--- src/rtl/core/b32d_pkg.sv ---
// ----------------------------------------------------------------------------
// b32d_pkg
// Shared types, constants and helper functions for the Bech32 string decoder.
// ----------------------------------------------------------------------------
package b32d_pkg;

  localparam int unsigned MaxLenDefault = 63;

  typedef struct packed {
    logic [7:0] char_in;
    logic       is_final;
  } in_item_t;

  typedef struct packed {
    logic [1:0] kind;
    logic [7:0] value;
    logic [2:0] status;
    logic       last_out;
  } out_item_t;

  localparam logic [1:0] KindPrefix = 2'd0;
  localparam logic [1:0] KindData   = 2'd1;
  localparam logic [1:0] KindStatus = 2'd2;

  localparam logic [2:0] StOk       = 3'd0;
  localparam logic [2:0] StLength   = 3'd1;
  localparam logic [2:0] StMixed    = 3'd2;
  localparam logic [2:0] StSep      = 3'd3;
  localparam logic [2:0] StPrefix   = 3'd4;
  localparam logic [2:0] StData     = 3'd5;
  localparam logic [2:0] StChecksum = 3'd6;
  localparam logic [2:0] StOverflow = 3'd7;

  typedef enum logic [3:0] {
    S_LOAD,
    S_CHECK,
    S_PRE_CHK,
    S_HI_POLY,
    S_ZERO_POLY,
    S_LO_POLY,
    S_DATA_POLY,
    S_VERDICT,
    S_EMIT_PRE,
    S_EMIT_DATA,
    S_EMIT_STAT
  } state_e;

  // Walk phases the datapath understands.
  typedef enum logic [2:0] {
    PH_NONE,
    PH_PRE_CHK,
    PH_HI,
    PH_ZERO,
    PH_LO,
    PH_DATA,
    PH_EMIT_PRE,
    PH_EMIT_DATA
  } phase_e;

  typedef struct packed {
    logic       load;        // store accepted char
    logic       clear;       // return to reset values
    logic       ptr_start;   // restart read pointer at phase start
    phase_e     phase;
    logic       rd_en;       // a memory read is issued this cycle
    logic       out_load;    // load output register
    logic [1:0] out_kind;
    logic [2:0] out_status;
  } dp_cmd_t;

  typedef struct packed {
    logic       overflowed;
    logic       short_len;
    logic       mixed;
    logic       sep_bad;
    logic       walk_done;   // read pointer reached end of current phase
    logic       proc_busy;   // a read is still in flight
    logic       bad_pre;
    logic       bad_data;
    logic       chk_ok;
    logic       has_prefix;
    logic       has_payload;
  } dp_stat_t;

  localparam logic [29:0] Gen0 = 30'h3b6a57b2;
  localparam logic [29:0] Gen1 = 30'h26508e6d;
  localparam logic [29:0] Gen2 = 30'h1ea119fa;
  localparam logic [29:0] Gen3 = 30'h3d4233dd;
  localparam logic [29:0] Gen4 = 30'h2a1462b3;

  function automatic logic [7:0] fold_lower(input logic [7:0] c);
    logic [7:0] r;
    r = c;
    if (c >= 8'h41 && c <= 8'h5a) r = c + 8'd32;
    return r;
  endfunction

  // Returns {invalid, symbol}.
  function automatic logic [5:0] symbol_of(input logic [7:0] c);
    logic [7:0] f;
    logic [5:0] r;
    f = fold_lower(c);
    case (f)
      "q": r = 6'd0;   "p": r = 6'd1;   "z": r = 6'd2;   "r": r = 6'd3;
      "y": r = 6'd4;   "9": r = 6'd5;   "x": r = 6'd6;   "8": r = 6'd7;
      "g": r = 6'd8;   "f": r = 6'd9;   "2": r = 6'd10;  "t": r = 6'd11;
      "v": r = 6'd12;  "d": r = 6'd13;  "w": r = 6'd14;  "0": r = 6'd15;
      "s": r = 6'd16;  "3": r = 6'd17;  "j": r = 6'd18;  "n": r = 6'd19;
      "5": r = 6'd20;  "4": r = 6'd21;  "k": r = 6'd22;  "h": r = 6'd23;
      "c": r = 6'd24;  "e": r = 6'd25;  "6": r = 6'd26;  "m": r = 6'd27;
      "u": r = 6'd28;  "a": r = 6'd29;  "7": r = 6'd30;  "l": r = 6'd31;
      default: r = 6'd32;
    endcase
    return r;
  endfunction

  function automatic logic [29:0] poly_step(input logic [29:0] chk, input logic [4:0] v);
    logic [29:0] r;
    logic [4:0]  top;
    top = chk[29:25];
    r = {chk[24:0], v};
    if (top[0]) r = r ^ Gen0;
    if (top[1]) r = r ^ Gen1;
    if (top[2]) r = r ^ Gen2;
    if (top[3]) r = r ^ Gen3;
    if (top[4]) r = r ^ Gen4;
    return r;
  endfunction

endpackage

--- src/rtl/core/b32d_datapath.sv ---
// ----------------------------------------------------------------------------
// b32d_datapath
// Character store, load-time flags, read pointer, checksum and output register.
// ----------------------------------------------------------------------------
module b32d_datapath #(
  parameter int unsigned MaxLen = b32d_pkg::MaxLenDefault
) (
  input  logic                clk_i,
  input  logic                rst_ni,
  input  b32d_pkg::in_item_t  in_data_i,
  input  b32d_pkg::dp_cmd_t   cmd_i,
  output b32d_pkg::dp_stat_t  stat_o,
  output b32d_pkg::out_item_t out_data_o
);

  localparam int unsigned AW = $clog2(MaxLen);
  localparam int unsigned CW = $clog2(MaxLen + 1);
  localparam logic [CW-1:0] MaxCnt = CW'(MaxLen);

  logic [7:0] mem_q [MaxLen];
  logic [7:0] rd_q;

  logic [CW-1:0] cnt_q, cnt_d;
  logic          lower_q, lower_d, upper_q, upper_d, ovf_q, ovf_d;
  logic          sep_v_q, sep_v_d;
  logic [CW-1:0] sep_q, sep_d;
  logic [CW-1:0] ptr_q, ptr_d;
  logic          rd_v_q;
  b32d_pkg::phase_e rd_ph_q;
  logic [29:0]   chk_q, chk_d;
  logic          bad_pre_q, bad_pre_d, bad_data_q, bad_data_d;
  b32d_pkg::out_item_t out_q, out_d;

  logic [CW-1:0] ph_start, ph_end;
  logic [7:0]    c_in, fl;
  logic [5:0]    sym;

  assign c_in = in_data_i.char_in;

  always_comb begin
    ph_start = '0;
    ph_end   = sep_q;
    case (cmd_i.phase)
      b32d_pkg::PH_DATA: begin
        ph_start = sep_q + CW'(1);
        ph_end   = cnt_q;
      end
      b32d_pkg::PH_EMIT_DATA: begin
        ph_start = sep_q + CW'(1);
        ph_end   = cnt_q - CW'(6);
      end
      default: begin
        ph_start = '0;
        ph_end   = sep_q;
      end
    endcase
  end

  always_comb begin
    cnt_d   = cnt_q;
    lower_d = lower_q;
    upper_d = upper_q;
    ovf_d   = ovf_q;
    sep_v_d = sep_v_q;
    sep_d   = sep_q;
    if (cmd_i.clear) begin
      cnt_d = '0; lower_d = 1'b0; upper_d = 1'b0; ovf_d = 1'b0;
      sep_v_d = 1'b0; sep_d = '0;
    end else if (cmd_i.load) begin
      if (cnt_q >= MaxCnt) begin
        ovf_d = 1'b1;
      end else begin
        if (c_in >= 8'h61 && c_in <= 8'h7a) lower_d = 1'b1;
        else if (c_in >= 8'h41 && c_in <= 8'h5a) upper_d = 1'b1;
        if (c_in == 8'h31) begin
          sep_v_d = 1'b1;
          sep_d   = cnt_q;
        end
        cnt_d = cnt_q + CW'(1);
      end
    end
  end

  always_ff @(posedge clk_i) begin
    if (cmd_i.load && cnt_q < MaxCnt) mem_q[cnt_q[AW-1:0]] <= c_in;
    if (cmd_i.rd_en) rd_q <= mem_q[ptr_q[AW-1:0]];
  end

  always_comb begin
    ptr_d = ptr_q;
    if (cmd_i.ptr_start) ptr_d = ph_start;
    else if (cmd_i.rd_en) ptr_d = ptr_q + CW'(1);
  end

  assign fl  = b32d_pkg::fold_lower(rd_q);
  assign sym = b32d_pkg::symbol_of(rd_q);

  always_comb begin
    chk_d      = chk_q;
    bad_pre_d  = bad_pre_q;
    bad_data_d = bad_data_q;
    out_d      = out_q;
    if (cmd_i.clear) begin
      chk_d = 30'd1; bad_pre_d = 1'b0; bad_data_d = 1'b0;
    end else begin
      if (cmd_i.phase == b32d_pkg::PH_ZERO) chk_d = b32d_pkg::poly_step(chk_q, 5'd0);
      if (rd_v_q) begin
        case (rd_ph_q)
          b32d_pkg::PH_PRE_CHK: if (rd_q < 8'd33 || rd_q > 8'd126) bad_pre_d = 1'b1;
          b32d_pkg::PH_HI:      chk_d = b32d_pkg::poly_step(chk_q, {2'b00, fl[7:5]});
          b32d_pkg::PH_LO:      chk_d = b32d_pkg::poly_step(chk_q, fl[4:0]);
          b32d_pkg::PH_DATA: begin
            if (sym[5]) bad_data_d = 1'b1;
            chk_d = b32d_pkg::poly_step(chk_q, sym[4:0]);
          end
          default: ;
        endcase
      end
    end
    if (rd_v_q && rd_ph_q == b32d_pkg::PH_EMIT_PRE) begin
      out_d = '{kind: b32d_pkg::KindPrefix, value: fl, status: b32d_pkg::StOk,
                last_out: 1'b0};
    end else if (rd_v_q && rd_ph_q == b32d_pkg::PH_EMIT_DATA) begin
      out_d = '{kind: b32d_pkg::KindData, value: {3'b000, sym[4:0]},
                status: b32d_pkg::StOk, last_out: 1'b0};
    end else if (cmd_i.out_load) begin
      out_d = '{kind: cmd_i.out_kind, value: 8'd0, status: cmd_i.out_status,
                last_out: 1'b1};
    end
  end

  always_ff @(posedge clk_i or negedge rst_ni) begin
    if (!rst_ni) begin
      cnt_q <= '0; lower_q <= 1'b0; upper_q <= 1'b0; ovf_q <= 1'b0;
      sep_v_q <= 1'b0; sep_q <= '0; ptr_q <= '0; rd_v_q <= 1'b0;
      rd_ph_q <= b32d_pkg::PH_NONE; chk_q <= 30'd1;
      bad_pre_q <= 1'b0; bad_data_q <= 1'b0;
    end else begin
      cnt_q <= cnt_d; lower_q <= lower_d; upper_q <= upper_d; ovf_q <= ovf_d;
      sep_v_q <= sep_v_d; sep_q <= sep_d; ptr_q <= ptr_d;
      rd_v_q <= cmd_i.rd_en; rd_ph_q <= cmd_i.phase;
      chk_q <= chk_d; bad_pre_q <= bad_pre_d; bad_data_q <= bad_data_d;
    end
  end

  always_ff @(posedge clk_i) begin
    out_q <= out_d;
  end

  assign out_data_o = out_q;

  // Status flags: load-time checks, walk end and last read retired, check results.
  always_comb begin
    stat_o.overflowed  = ovf_q;
    stat_o.short_len   = cnt_q < CW'(8);
    stat_o.mixed       = lower_q && upper_q;
    stat_o.sep_bad     = !sep_v_q || sep_q == '0 ||
                         ({1'b0, sep_q} + (CW+1)'(7)) > {1'b0, cnt_q};
    stat_o.walk_done   = ptr_q >= ph_end;
    stat_o.proc_busy   = rd_v_q;
    stat_o.bad_pre     = bad_pre_q;
    stat_o.bad_data    = bad_data_q;
    stat_o.chk_ok      = chk_q == 30'd1;
    stat_o.has_prefix  = sep_q != '0;
    stat_o.has_payload = (sep_q + CW'(7)) < cnt_q;
  end

endmodule

--- src/rtl/core/b32d_ctrl.sv ---
// ----------------------------------------------------------------------------
// b32d_ctrl
// Sequencer: load, validation walks, emission walks and status result.
// ----------------------------------------------------------------------------
module b32d_ctrl (
  input  logic               clk_i,
  input  logic               rst_ni,
  input  logic               in_valid_i,
  input  logic               in_final_i,
  output logic               in_stall_o,
  output logic               out_valid_o,
  input  logic               out_stall_i,
  input  b32d_pkg::dp_stat_t stat_i,
  output b32d_pkg::dp_cmd_t  cmd_o
);

  b32d_pkg::state_e state_q, state_d;
  logic             first_q, first_d;   // first cycle of a walk phase
  logic             ov_q, ov_d;         // output register holds a transaction
  logic [2:0]       st_q, st_d;
  logic             out_free;
  logic             emit_pend_q;

  assign out_free = !ov_q || !out_stall_i;

  // Next state
  always_comb begin
    state_d = state_q;
    first_d = 1'b0;
    st_d    = st_q;
    case (state_q)
      b32d_pkg::S_LOAD:
        if (in_valid_i && in_final_i) state_d = b32d_pkg::S_CHECK;
      b32d_pkg::S_CHECK: begin
        first_d = 1'b1;
        if (stat_i.overflowed) begin
          st_d = b32d_pkg::StOverflow; state_d = b32d_pkg::S_EMIT_STAT;
        end else if (stat_i.short_len) begin
          st_d = b32d_pkg::StLength; state_d = b32d_pkg::S_EMIT_STAT;
        end else if (stat_i.mixed) begin
          st_d = b32d_pkg::StMixed; state_d = b32d_pkg::S_EMIT_STAT;
        end else if (stat_i.sep_bad) begin
          st_d = b32d_pkg::StSep; state_d = b32d_pkg::S_EMIT_STAT;
        end else begin
          st_d = b32d_pkg::StOk; state_d = b32d_pkg::S_PRE_CHK;
        end
      end
      b32d_pkg::S_PRE_CHK:
        if (!first_q && stat_i.walk_done && !stat_i.proc_busy) begin
          first_d = 1'b1;
          state_d = b32d_pkg::S_HI_POLY;
        end
      b32d_pkg::S_HI_POLY:
        if (!first_q && stat_i.walk_done && !stat_i.proc_busy) begin
          state_d = b32d_pkg::S_ZERO_POLY;
        end
      b32d_pkg::S_ZERO_POLY: begin
        first_d = 1'b1;
        state_d = b32d_pkg::S_LO_POLY;
      end
      b32d_pkg::S_LO_POLY:
        if (!first_q && stat_i.walk_done && !stat_i.proc_busy) begin
          first_d = 1'b1;
          state_d = b32d_pkg::S_DATA_POLY;
        end
      // Data walk checks symbols and finishes the checksum.
      b32d_pkg::S_DATA_POLY:
        if (!first_q && stat_i.walk_done && !stat_i.proc_busy) begin
          state_d = b32d_pkg::S_VERDICT;
        end
      b32d_pkg::S_VERDICT: begin
        first_d = 1'b1;
        if (stat_i.bad_pre) begin
          st_d = b32d_pkg::StPrefix; state_d = b32d_pkg::S_EMIT_STAT;
        end else if (stat_i.bad_data) begin
          st_d = b32d_pkg::StData; state_d = b32d_pkg::S_EMIT_STAT;
        end else if (!stat_i.chk_ok) begin
          st_d = b32d_pkg::StChecksum; state_d = b32d_pkg::S_EMIT_STAT;
        end else if (stat_i.has_prefix) begin
          state_d = b32d_pkg::S_EMIT_PRE;
        end else if (stat_i.has_payload) begin
          state_d = b32d_pkg::S_EMIT_DATA;
        end else begin
          state_d = b32d_pkg::S_EMIT_STAT;
        end
      end
      b32d_pkg::S_EMIT_PRE:
        if (!first_q && stat_i.walk_done && !stat_i.proc_busy && out_free) begin
          first_d = 1'b1;
          state_d = stat_i.has_payload ? b32d_pkg::S_EMIT_DATA : b32d_pkg::S_EMIT_STAT;
        end
      b32d_pkg::S_EMIT_DATA:
        if (!first_q && stat_i.walk_done && !stat_i.proc_busy && out_free) begin
          state_d = b32d_pkg::S_EMIT_STAT;
        end
      b32d_pkg::S_EMIT_STAT:
        if (out_free) state_d = b32d_pkg::S_LOAD;
      default: ;
    endcase
  end

  // Outputs
  always_comb begin
    cmd_o = '0;
    cmd_o.phase = b32d_pkg::PH_NONE;
    cmd_o.out_kind = b32d_pkg::KindStatus;
    cmd_o.out_status = st_q;
    in_stall_o = 1'b1;
    case (state_q)
      b32d_pkg::S_LOAD: begin
        in_stall_o = 1'b0;
        cmd_o.load = in_valid_i;
      end
      b32d_pkg::S_PRE_CHK: begin
        cmd_o.phase = b32d_pkg::PH_PRE_CHK;
        cmd_o.ptr_start = first_q;
        cmd_o.rd_en = !first_q && !stat_i.walk_done;
      end
      b32d_pkg::S_DATA_POLY: begin
        cmd_o.phase = b32d_pkg::PH_DATA;
        cmd_o.ptr_start = first_q;
        cmd_o.rd_en = !first_q && !stat_i.walk_done;
      end
      b32d_pkg::S_HI_POLY: begin
        cmd_o.phase = b32d_pkg::PH_HI;
        cmd_o.ptr_start = first_q;
        cmd_o.rd_en = !first_q && !stat_i.walk_done;
      end
      b32d_pkg::S_ZERO_POLY: cmd_o.phase = b32d_pkg::PH_ZERO;
      b32d_pkg::S_LO_POLY: begin
        cmd_o.phase = b32d_pkg::PH_LO;
        cmd_o.ptr_start = first_q;
        cmd_o.rd_en = !first_q && !stat_i.walk_done;
      end
      // One read in flight at most, so the output register is free when it lands.
      b32d_pkg::S_EMIT_PRE: begin
        cmd_o.phase = b32d_pkg::PH_EMIT_PRE;
        cmd_o.ptr_start = first_q;
        cmd_o.rd_en = !first_q && !stat_i.walk_done && !stat_i.proc_busy && out_free;
      end
      b32d_pkg::S_EMIT_DATA: begin
        cmd_o.phase = b32d_pkg::PH_EMIT_DATA;
        cmd_o.ptr_start = first_q;
        cmd_o.rd_en = !first_q && !stat_i.walk_done && !stat_i.proc_busy && out_free;
      end
      b32d_pkg::S_EMIT_STAT: begin
        cmd_o.out_load = out_free;
        cmd_o.clear = out_free;
      end
      default: ;
    endcase
  end

  // Output valid follows what lands in the output register.
  always_comb begin
    ov_d = ov_q;
    if (!out_stall_i) ov_d = 1'b0;
    if (emit_pend_q || cmd_o.out_load) ov_d = 1'b1;
  end

  always_ff @(posedge clk_i or negedge rst_ni) begin
    if (!rst_ni) begin
      state_q <= b32d_pkg::S_LOAD;
      first_q <= 1'b0;
      ov_q <= 1'b0;
      st_q <= b32d_pkg::StOk;
      emit_pend_q <= 1'b0;
    end else begin
      state_q <= state_d;
      first_q <= first_d;
      ov_q <= ov_d;
      st_q <= st_d;
      emit_pend_q <= cmd_o.rd_en && (cmd_o.phase == b32d_pkg::PH_EMIT_PRE ||
                                     cmd_o.phase == b32d_pkg::PH_EMIT_DATA);
    end
  end

  assign out_valid_o = ov_q;

endmodule

--- src/rtl/core/bech32_string_decoder_core.sv ---
// ----------------------------------------------------------------------------
// bech32_string_decoder_core
// Bech32 string decoder: buffers one string, validates, emits prefix/payload/status.
// ----------------------------------------------------------------------------
// Sequence: one character per cycle while loading; after the final one, a
// check step, four store walks (prefix range, checksum high, checksum low,
// data) with a zero step after the high walk, a verdict step, then one
// result per prefix character or payload symbol and finally the status.
// Throughput: one string at a time; input stalls until its status is registered.
// Reset: asynchronous, active low; control state clears, store is unset.
module bech32_string_decoder_core #(
  parameter int unsigned MaxLen = b32d_pkg::MaxLenDefault
) (
  input  logic                clk_i,
  input  logic                rst_ni,
  input  logic                in_valid_i,
  output logic                in_stall_o,
  input  b32d_pkg::in_item_t  in_data_i,
  output logic                out_valid_o,
  input  logic                out_stall_i,
  output b32d_pkg::out_item_t out_data_o
);

  b32d_pkg::dp_cmd_t  cmd;
  b32d_pkg::dp_stat_t stat;

  b32d_ctrl u_ctrl (
    .clk_i      (clk_i),
    .rst_ni     (rst_ni),
    .in_valid_i (in_valid_i),
    .in_final_i (in_data_i.is_final),
    .in_stall_o (in_stall_o),
    .out_valid_o(out_valid_o),
    .out_stall_i(out_stall_i),
    .stat_i     (stat),
    .cmd_o      (cmd)
  );

  b32d_datapath #(.MaxLen(MaxLen)) u_dp (
    .clk_i      (clk_i),
    .rst_ni     (rst_ni),
    .in_data_i  (in_data_i),
    .cmd_i      (cmd),
    .stat_o     (stat),
    .out_data_o (out_data_o)
  );

endmodule
--- config.mk ---
export PLATFORM = sky130hd
export DESIGN_NAME = bech32_string_decoder_core
export DESIGN_NICKNAME = d
export VERILOG_FILES = /design/src/rtl/core/b32d_pkg.sv /design/src/rtl/core/b32d_datapath.sv /design/src/rtl/core/b32d_ctrl.sv /design/src/rtl/core/bech32_string_decoder_core.sv
export SDC_FILE = /design/constraint.sdc
export NUM_CORES = 1
export LEC_CHECK = 0
export BUFFER_PORTS_ARGS = -buffer_cell sky130_fd_sc_hd__buf_4
export CAP_MARGIN = 20
export CORE_ASPECT_RATIO = 1.1
export CORE_MARGIN = 2
export CORE_UTILIZATION = 47
export CTS_CLUSTER_SIZE = 10
export DETAILED_ROUTE_END_ITERATION = 8
export GPL_TIMING_DRIVEN = 0
export HOLD_SLACK_MARGIN = 0.08
export PLACE_DENSITY = 0.64
export SLEW_MARGIN = 20
export SYNTH_ARGS = -nofsm -noshare
export SYNTH_HDL_FRONTEND = slang
export SYNTH_HIERARCHICAL = 1
export SYNTH_SLANG_ARGS = --single-unit
--- constraint.sdc ---
create_clock -name clk_i -period 8.8 [get_ports clk_i]
set_input_delay 0 -clock clk_i [delete_from_list [all_inputs] [get_ports clk_i]]
set_output_delay 0 -clock clk_i [all_outputs]
set_load 0.03 [all_outputs]
==> impl_results.md <==
- Status: finished clean
- Seq/Total Area, Yosys: 67.59%
- Clk_skew: 0.02519 ns
- Worst skew pair latency: 0.59 ns
- Post-CTS setup buffer count: 0
- Die width: 227.4 um
- DR vias: 14190
- Peak VDD IR: 0.1831 mV
- Post-route ant nets: 0
- Area leader, netlist: edfxtp_1
- Gr usage total: 21.70%
- First-pass GRT wire length: 90710 um
- Max-slew headroom: 27.54%
- Ys async rst share: 11.45%
- TNS Setup: 0 ns
- Comb power frac: 28.1%
- Grt ovf: 0
- Worst path arrival time: 5.52 ns
- Syn avg cell area: 16.67 sq um
- Post-synth EDFFs: 520
- CTS tree: done
- Seq cells post-synth: 594
- Root buf cell: clkbuf_16
- Synthesized instance count: 1548
- Internal power: 5722 uW
- Total CTS buffers: 71
- Switching share of power: 30.21%
- Vias per inst: 5.860
- Area grow syn2layout: 12.58%
- Total Routed Length: 59590 um
- Final Net Count: 1703
- # setup viols final: 0
- Clock power share: 31.2%
- Routed wire per std cell: 24.61 um
- Post-synth net total: 1589
- Peak Freq: 197.7 MHz
- Number of global-route vias before repair: 14340
- Die area: 56790 sq um
- Initial Utilization: 47.34%
- Detailed placement HPWL: 39280 um
- Initial DRC Count: 1182
- HP Class: input port to async pin
- Worst setup EP type: flop
- Ratio of cells with drive above 1 in the final layout: 18.87%
- H-Tree Depth: 3
- Switching power: 2476 uW
- Clk sinks: 594
- Initial antenna violation count: 0
- Critical path's slowest cell: o31ai_1
- DRT Pass-1 Iters: 7
- Routability cong.: 0.8840
- # rows: 90
- Share of Yosys cell area claimed by the top area cell type: 60.52%
- Max-cap violations: 0
- Largest cells by area after synthesis: edfxtp_1, mux4_2, dfrtp_1, nor2_1, xnor2_1
- Synth Cell Area: 25800 sq um
- Ys Warns: 6
- Hold Vio Cnt, Final: 0
- Unrepaired setup endpoints after global routing: no
- Share of power burned in registers: 40.7%
- Longest Clk Path Bufs: 3
- Core area: 54500 sq um
- PD cells: 282.2 nW/um^2
- Largest net degree at the start of global routing: 69
- Slowest stage delay, CP: 0.83 ns
- I/O pin count: 29
- Ys flop type: edfxtp_1
- CTS resizes: 0
- ANT cells: 0
- Clock slew at reported path FFs: 0.06 ns
- Measured slew at the worst slew-check pin: 1.087 ns
- Max Slew Vio Count: 0
- CP cell instances: buf_4 > nand2b_1 > o31ai_1 > nand2_1 > clkbuf_1 > nor2_1 > a21oi_1 > ha_1 > a21o_1 > a21o_1 > a21o_1 > a21o_1 > a21o_1 > a211oi_4 > nand4_1 > nor2_1 > xnor2_1 > o22ai_1
- DP Worst Slack: 3.754 ns
- CP Data Required Time: 9.26 ns
- Fin crit share: 57.49%
- CP Launch Type: flop
- Residual DRC count: 0
- Crit path max fanout: 14
- Commonest cells after routing, fill and taps aside: edfxtp_1, mux4_2, nor2_1
- Port Buffer Count: 28
- Leak Pwr: 0.009367 uW
- Fin worst setup slack: 3.741 ns
- Synth cell types: 92
- DIE HEIGHT: 249.7 um
- Critical path class: flop to flop
- Most common cell after layout, fill and taps aside: edfxtp_1
- Clock period minus worst slack: 5.059 ns
- Top cell by count, worst path: a21o_1
- Hold_buf cts: 13
-- Yosys cell counts (25+ instances only) --
master,instances
dfrtp_1,67
mux2i_1,25
nand2_1,87
nor2_1,136
inv_1,27
a21oi_1,49
edfxtp_1,520
xnor2_1,47
nand3_1,27
clkbuf_1,48
ha_1,28
o21ai_0,28
mux4_2,150
-- critical path, delay by kind of cell, from the launching register on --
kind,cells,cell delay (ns)
compound gates,9,2.62
simple gates,5,1.06
fa+ha+maj,1,0.29
buf+inv,2,0.45
flops,1,0.36
xor+xnor,1,0.14
-- cell families after synthesis --
| group | Yosys count | share of synthesized area (%) |
|---|---|---|
| adder cells (fa/ha/maj) | 28 | 1.358 |
| AND/OR/NAND/NOR | 353 | 6.542 |
| XOR/XNOR | 70 | 2.517 |
| other | 2 | 0.02911 |
| flip-flops | 594 | 67.59 |
| AO/OA/AOI/OAI | 199 | 5.427 |
| multiplexers | 179 | 14.24 |
| buffers and inverters | 123 | 2.299 |
-- power by group through the flow --
stage	clock [uW]	sequential (uW)	combinational (uW)
CTS	2620	3340	2300
global placement	0	3390	2260
global route	2730	3360	2480
finish	2560	3340	2300
floorplan	0	3390	1620
detailed placement	0	3390	2290
-- routing by layer --
layer	vias to the layer above	share of wire (%)	global-route usage, %
li1	6295	-	-
met1	7351	41	29.14
met2	439	50	35.91
met3	101	5.4	3.308
met4	0	3.4	8.142
met5	-	0	0
-- flip-flops by register name (all words and copies together) (netlist names) --
| signal | count |
|---|---|
| u_dp/rd_ph_q | 3 |
| u_dp/sep_q | 6 |
| u_ctrl/emit_pend_q | 1 |
| u_dp/rd_q | 8 |
| u_dp/ptr_q | 6 |
| u_dp/ovf_q | 1 |
| u_dp/upper_q | 1 |
| u_ctrl/out_valid_o | 1 |
| u_dp/out_data_o | 14 |
| u_ctrl/first_q | 1 |
| u_dp/chk_q | 30 |
| u_dp/sep_v_q | 1 |
| u_dp/cnt_q | 6 |
| u_dp/bad_pre_q | 1 |
| u_ctrl/state_q | 4 |
| u_dp/bad_data_q | 1 |
| u_dp/rd_v_q | 1 |
| u_ctrl/st_q | 3 |
| u_dp/lower_q | 1 |
| u_dp/mem_q | 504 |
-- stage by stage --
stage / power [uW] / utilization [%] / hold WS (ns) / instance area (sq um) / std cells
global route: 8563 / 53.29 / 0.1459 / 29050 / 2421
floorplan: 5012 / - / -0.2956 / 25800 / 1548
finish: 8198 / 53.29 / 0.05917 / 29050 / 2421
detailed placement: 5680 / 49.43 / 0.1804 / 26940 / 2312
CTS: 8260 / 53.29 / 0.08494 / 29050 / 2421
global placement: 5646 / 49.41 / 0.1765 / 26930 / 2312
-- final timing paths --
path / from / to / slack [ns] / cells after the start
min in group clk_i: out_stall_i / u_ctrl/out_valid_o / 0.24 / 4
setup / recovery: u_ctrl/state_q[2] / u_dp/ptr_q[5] / 3.74 / 18
hold reg to reg: u_ctrl/emit_pend_q / u_ctrl/out_valid_o / 0.46 / 2
max in group asynchronous: rst_ni / u_dp/chk_q[6] / 8.11 / 2
setup reg to reg: u_ctrl/state_q[2] / u_dp/ptr_q[5] / 3.74 / 18
hold / removal: rst_ni / u_ctrl/emit_pend_q / 0.06 / 2
-- layout make-up --
cell class | count | area [sq um]
multi-input cells | 831 | 7776
fillers | 4392 | 25460
inverters | 29 | 108.9
clock inverters | 9 | 97.59
repair buffers | 41 | 340.3
well taps | 736 | 920.9
flip-flops and latches | 594 | 17440
plain buffers | 94 | 484.2
clock buffers | 87 | 1879
No activity file was read; power rests on OpenSTA's default activity.
